<file path="src/sv/dle_pkg.sv">
// shared types, codes and helper functions for the multi-list deque engine
package dle_pkg;

   // sizing
   localparam int NUM_LISTS = 4;
   localparam int DEPTH     = 16;
   localparam int LIDX_W    = (NUM_LISTS > 1) ? $clog2(NUM_LISTS) : 1;
   localparam int SLOT_W    = (DEPTH > 1) ? $clog2(DEPTH) : 1;
   localparam int CNT_W     = $clog2(DEPTH + 1);
   localparam int SUM_W     = CNT_W + 1;
   localparam int ADDR_W    = LIDX_W + SLOT_W;
   localparam int REC_DEPTH = NUM_LISTS << SLOT_W;

   typedef logic [LIDX_W-1:0] lidx_type;
   typedef logic [SLOT_W-1:0] slot_type;
   typedef logic [CNT_W-1:0]  cnt_type;
   typedef logic [ADDR_W-1:0] addr_type;

   // one stored record
   typedef struct packed {
      logic signed [31:0] x;
      logic signed [31:0] y;
      logic signed [31:0] n;
   } rec_type;

   // per-list ring pointers
   typedef struct packed {
      slot_type front;
      cnt_type  count;
   } ptr_entry_type;

   // pointer table write port
   typedef struct packed {
      logic          we;
      lidx_type      addr;
      ptr_entry_type data;
   } ptr_wr_type;

   // record store write port
   typedef struct packed {
      logic     we;
      addr_type addr;
      rec_type  data;
   } rec_wr_type;

   typedef enum logic [2:0] {
      ACT_PUSH_FRONT = 3'd0,
      ACT_PUSH_BACK  = 3'd1,
      ACT_PEEK_FRONT = 3'd2,
      ACT_PEEK_BACK  = 3'd3,
      ACT_POP_BACK   = 3'd4,
      ACT_MOVE_BACK  = 3'd5,
      ACT_MOVE_FRONT = 3'd6,
      ACT_CLEAR      = 3'd7
   } action_type;

   typedef enum logic [1:0] {
      STAT_OK    = 2'd0,
      STAT_EMPTY = 2'd1,
      STAT_FULL  = 2'd2
   } status_type;

   typedef enum logic [1:0] {
      S_IDLE = 2'd0,
      S_LOOK = 2'd1,
      S_FIN  = 2'd2
   } state_type;

   // list index from the request field is in range
   function automatic logic list_ok(input logic [1:0] l);
      return 32'(l) < NUM_LISTS;
   endfunction

   // table index from the request field
   function automatic lidx_type to_lidx(input logic [1:0] l);
      return LIDX_W'(l);
   endfunction

   // ring slot at an offset from a slot, offset at most DEPTH
   function automatic slot_type wrap_slot(input slot_type base, input cnt_type off);
      logic [SUM_W-1:0] s;
      s = SUM_W'(base) + SUM_W'(off);
      if (s >= SUM_W'(DEPTH)) begin
         s = s - SUM_W'(DEPTH);
      end
      return s[SLOT_W-1:0];
   endfunction

   // slot one before a slot, around the ring
   function automatic slot_type dec_slot(input slot_type base);
      return (base == '0) ? SLOT_W'(DEPTH - 1) : base - SLOT_W'(1);
   endfunction

endpackage

</file>
<file path="src/sv/dle_ptr_table.sv">
// per-list pointer table: two registered read ports, one write port, write forwarding
module dle_ptr_table (
   input  logic                   clock,
   input  logic                   reset,
   input  logic                   ren,
   input  dle_pkg::lidx_type      raddr_a,
   input  dle_pkg::lidx_type      raddr_b,
   output dle_pkg::ptr_entry_type rdata_a,
   output dle_pkg::ptr_entry_type rdata_b,
   input  dle_pkg::ptr_wr_type    wr
);

   dle_pkg::ptr_entry_type              mem [dle_pkg::NUM_LISTS];
   logic [dle_pkg::NUM_LISTS-1:0]       valid_ff;
   dle_pkg::ptr_entry_type              rdata_a_ff, rdata_a_in;
   dle_pkg::ptr_entry_type              rdata_b_ff, rdata_b_in;

   // valid bits: a list never written reads as empty
   always_ff @(posedge clock) begin
      if (reset) begin
         valid_ff <= '0;
      end else if (wr.we) begin
         valid_ff[wr.addr] <= 1'b1;
      end
   end

   // storage write
   always_ff @(posedge clock) begin
      if (wr.we) begin
         mem[wr.addr] <= wr.data;
      end
   end

   // read with forwarding of a same-cycle write
   always_comb begin
      rdata_a_in = '0;
      if (wr.we && wr.addr == raddr_a) begin
         rdata_a_in = wr.data;
      end else if (int'(raddr_a) < dle_pkg::NUM_LISTS && valid_ff[raddr_a]) begin
         rdata_a_in = mem[raddr_a];
      end
      rdata_b_in = '0;
      if (wr.we && wr.addr == raddr_b) begin
         rdata_b_in = wr.data;
      end else if (int'(raddr_b) < dle_pkg::NUM_LISTS && valid_ff[raddr_b]) begin
         rdata_b_in = mem[raddr_b];
      end
   end

   // registered read data
   always_ff @(posedge clock) begin
      if (ren) begin
         rdata_a_ff <= rdata_a_in;
         rdata_b_ff <= rdata_b_in;
      end
   end

   assign rdata_a = rdata_a_ff;
   assign rdata_b = rdata_b_ff;

endmodule

</file>
<file path="config.mk">
export PLATFORM = sky130hd
export DESIGN_NAME = dle_ptr_table
export DESIGN_NICKNAME = d
export VERILOG_FILES = /design/src/sv/dle_pkg.sv /design/src/sv/dle_ptr_table.sv
export SDC_FILE = /design/constraint.sdc
export NUM_CORES = 1
export LEC_CHECK = 0
export BUFFER_PORTS_ARGS = -buffer_cell sky130_fd_sc_hd__buf_2
export CAP_MARGIN = 20
export CORE_MARGIN = 8
export CORE_UTILIZATION = 56
export DETAILED_ROUTE_END_ITERATION = 7
export PLACE_DENSITY = 0.77
export SLEW_MARGIN = 10
export SYNTH_ARGS = -nofsm -noshare
export SYNTH_HDL_FRONTEND = slang
export SYNTH_SLANG_ARGS = --single-unit
</file>
<file path="constraint.sdc">
create_clock -name clock -period 1.9 [get_ports clock]
set_input_delay 0.095 -clock clock [delete_from_list [all_inputs] [get_ports clock]]
set_output_delay 0.095 -clock clock [all_outputs]
set_load 0.02 [all_outputs]
</file>
==> impl_metrics.env <==
export IMPL_ctsHtreeMaxLevel=3
export IMPL_criticalPathCategory="register to register"
export IMPL_worstReg2RegEnd="rdata_b[8]$_DFFE_PP_"
export IMPL_antenna_violations_before_repair=0
export IMPL_path_cells="mux4_1 > o31ai_4 > o2bb2ai_1"
export IMPL_core_area_mm2=0.00463
export IMPL_ys_flop_type="sky130_fd_sc_hd__edfxtp_1"
export IMPL_use_met3_pct=6.63
export IMPL_post_place_cells=231
export IMPL_cts_post_setup_buffers_inserted=0
export IMPL_timing_setup_tns_ns=0
export IMPL_worst_slew_pin_slew_ns=0.588
export IMPL_worst_setup_hold_path_clk_slew_ns=0.06
export IMPL_p_leak_uw=0.00118
export IMPL_drcViolationCount=0
export IMPL_start_kind="register"
export IMPL_clk_root_buf="sky130_fd_sc_hd__clkbuf_8"
export IMPL_dr_total_vias=1488
export IMPL_whs_ns=0.0195
export IMPL_worst_case_register_to_register_setup_slack_ns=0.40
export IMPL_cp_end_kind="register"
export IMPL_gr_usage_met1_pct=18.9
export IMPL_synth_cell_type_count=18
export IMPL_finalMaxSlewViolations=0
export IMPL_required_ns=1.95
export IMPL_vdd_ir_drop_max_uv=495
export IMPL_pin_count_of_the_biggest_net_entering_global_routing=19
export IMPL_clock_sink_count=58
export IMPL_slowest_delay_ns=0.59
export IMPL_floorplan_initialDensity_pct=57.2
export IMPL_cp_arrival_ns=1.56
export IMPL_synth_largest_area_cell="sky130_fd_sc_hd__edfxtp_1"
export IMPL_final_net_count=208
export IMPL_port_buffers=36
export IMPL_yosys_warnings=0
export IMPL_worst_slack_ns=0.398
export IMPL_dpl_worst_slack_ns=0.307
export IMPL_detail_route_vias_per_cell=6.02
export IMPL_grt_pass1_vias=1623
export IMPL_setup_viol=0
export IMPL_global_route_overflow_total=0
export IMPL_insertedDiodeCount=0
export IMPL_routed_antenna_nets=0
export IMPL_min_to="mem[3][3]$_DFFE_PP_"
export IMPL_final_wtd_congestion=0.764
export IMPL_fmaxAchievable_mhz=666
export IMPL_num_io_pins=37
export IMPL_grt_util_met2_pct=25.3
export IMPL_final_cell_count_no_fill=247
export IMPL_synth_edff_count=54
export IMPL_beginning_of_the_worst_hold_path="wr[3]"
export IMPL_wirelength_mm=5.22
export IMPL_yosys_top_cells_area="sky130_fd_sc_hd__edfxtp_1, sky130_fd_sc_hd__mux4_1, sky130_fd_sc_hd__mux4_2"
export IMPL_place_hpwl_mm=3.56
export IMPL_grt_first_pass_wirelength_mm=8.44
export IMPL_critical_path_n_buffers_inverters=0
export IMPL_synth_seq_cells=58
export IMPL_power_density_mw_per_mm2=892
export IMPL_share_of_the_yosys_chip_area_belonging_to_registers_pct=64.3
export IMPL_post_syn_area_mm2=0.00265
export IMPL_slew_limit_headroom_pct=60.8
export IMPL_layout_stage_area_growth_over_the_synthesis_result_pct=15.3
export IMPL_dr_first_iter_drc_count=150
export IMPL_die_area_mm2=0.00718
export IMPL_post_syn_nets=160
export IMPL_final_min_period_over_clock_period_pct=79.1
export IMPL_grt_busiest_layer="met2"
export IMPL_timing_hold_worst_path_depth=1
export IMPL_worst_min_path_class="input port to register"
export IMPL_crit_slowest_cell="sky130_fd_sc_hd__mux4_1"
export IMPL_postSynth_asyncResetShare_pct=0
export IMPL_cts_buffer_depth=2
export IMPL_r2r_start="valid_ff[1]$_SDFFE_PP0P_"
export IMPL_floorplan_die_height_um=84.8
export IMPL_avgRoutedWirePerCell_um=21.1
export IMPL_synthDominantCellAreaShare_pct=61.2
export IMPL_synthMostInstantiatedCell="sky130_fd_sc_hd__edfxtp_1"
export IMPL_worst_r2r_cell_count=3
export IMPL_cts_buffer_count=9
export IMPL_die_x_um=84.8
export IMPL_n_fill_cell=331
export IMPL_synth_area_per_cell_um2=18.8
export IMPL_tritoncts="built"
export IMPL_firstDrtPassIters=4
export IMPL_timing_critical_path_fanout_max=8
export IMPL_clock_insertion_delay_worst_skew_ns=0.33
export IMPL_p_total_uw=2720
export IMPL_period_needed_ns=1.50
export IMPL_outcome="complete, no violations"
export IMPL_postSynthCellCount=141
export IMPL_crit_family="multiplexers"
export IMPL_maxCapViolCount=0
export IMPL_grt_util_all_layers_pct=15.9
export IMPL_rows=25
export IMPL_finalHoldViolations=0
export IMPL_ys_top_cells_by_count="sky130_fd_sc_hd__edfxtp_1, sky130_fd_sc_hd__inv_1, sky130_fd_sc_hd__o2bb2ai_1, sky130_fd_sc_hd__mux4_1, sky130_fd_sc_hd__mux4_2"
export IMPL_rsz0062_at_grt="no"
export IMPL_worst_clock_skew_ns=0.00447
export IMPL_drive_above_1_share_pct=35.2
==> through the flow <==
step           cell area (um^2)  utilization [%]
2_1_floorplan              2650                -
3_3_place_gp               2890             62.5
3_5_place_dp               2890             62.5
4_1_cts                    3050             65.9
5_1_grt                    3050             65.9
6_report                   3050             65.9
==> power breakdown <==
group          internal (uW)  switching [uW]
logic                    132             187
registers               1480            25.9
clock network            449             449
total                   2060             662
==> layer usage <==
| layer | part of all wire [%] | vias to the layer above |
|---|---|---|
| met5 | 0 | - |
| met4 | 1.3 | 0 |
| met3 | 6.7 | 8 |
| met2 | 51 | 55 |
| met1 | 41 | 757 |
| li1 | - | 668 |
==> placed cells by master, fill, tap and decap left out <==
cell,n
sky130_fd_sc_hd__o2bb2ai_1,16
sky130_fd_sc_hd__xor2_2,2
sky130_fd_sc_hd__mux4_2,10
sky130_fd_sc_hd__nand2_1,2
sky130_fd_sc_hd__edfxtp_1,54
sky130_fd_sc_hd__xor2_1,2
sky130_fd_sc_hd__dlygate4sd3_1,1
sky130_fd_sc_hd__inv_1,19
sky130_fd_sc_hd__nor3b_1,1
sky130_fd_sc_hd__clkinv_2,3
sky130_fd_sc_hd__buf_4,4
sky130_fd_sc_hd__mux4_1,10
sky130_fd_sc_hd__clkbuf_8,9
sky130_fd_sc_hd__mux2i_1,2
sky130_fd_sc_hd__clkbuf_1,1
sky130_fd_sc_hd__and3_1,1
sky130_fd_sc_hd__nor3_4,2
sky130_fd_sc_hd__o31ai_4,2
sky130_fd_sc_hd__and3b_1,2
sky130_fd_sc_hd__nor2_1,8
sky130_fd_sc_hd__dfxtp_1,4
sky130_fd_sc_hd__buf_2,36
sky130_fd_sc_hd__clkinv_1,2
==> layout make-up <==
| cell class | count | area (um^2) | share of cell area [%] |
|---|---|---|---|
| clock buffer | 10 | 128 | 4.18 |
| tap | 54 | 67.6 | 2.21 |
| sequential | 58 | 1700 | 55.7 |
| timing repair buffer | 41 | 220 | 7.21 |
| multi-input combinational | 60 | 842 | 27.6 |
| clock inverter | 5 | 22.5 | 0.738 |
| inverter | 19 | 71.3 | 2.34 |
==> worst max path at each step <==
stage	slack, ns	start	cells after the start	to
3_3_place_gp	0.33	raddr_b[0]	5	rdata_b[8]$_DFFE_PP_
6_report	0.40	valid_ff[1]$_SDFFE_PP0P_	3	rdata_b[8]$_DFFE_PP_
2_1_floorplan	0.57	valid_ff[1]$_SDFFE_PP0P_	3	rdata_b[2]$_DFFE_PP_
4_1_cts	0.40	valid_ff[1]$_SDFFE_PP0P_	3	rdata_b[8]$_DFFE_PP_
5_1_grt	0.34	valid_ff[1]$_SDFFE_PP0P_	3	rdata_b[8]$_DFFE_PP_
3_5_place_dp	0.31	raddr_b[0]	5	rdata_b[8]$_DFFE_PP_
==> sequential cells by signal, indices dropped and copies added (netlist names) <==
register  flops
mem          36
rdata_b       9
rdata_a       9
valid_ff      4
==> worst reg2reg max path: stages, from the launching register on <==
cell and delay (ns):
sky130_fd_sc_hd__dfxtp_1 0.32, sky130_fd_sc_hd__mux4_1 0.59, sky130_fd_sc_hd__o31ai_4 0.17, sky130_fd_sc_hd__o2bb2ai_1 0.15
==> cells by family (layout without fill, tap and decap cells) <==
group                     count (synthesis)  after routing  synth area share [%]
and+or+nand+nor                          16             16                  3.83
AOI/OAI and AO/OA                        18             18                  6.90
buffers and inverters                    23             75                  3.92
DFF                                      58             58                  64.3
xor gates and xnor gates                  4              4                  1.89
muxes                                    22             22                  19.2
==> what timing repair did <==
| action | in CTS | in global routing |
|---|---|---|
| endpoints found under the hold margin | 4 | 0 |
| resized for setup | 0 | 0 |
| hold buffers | 1 | 0 |
| endpoints found under the setup margin | 0 | 0 |
Note: power is estimated with default switching activity, not from simulation.
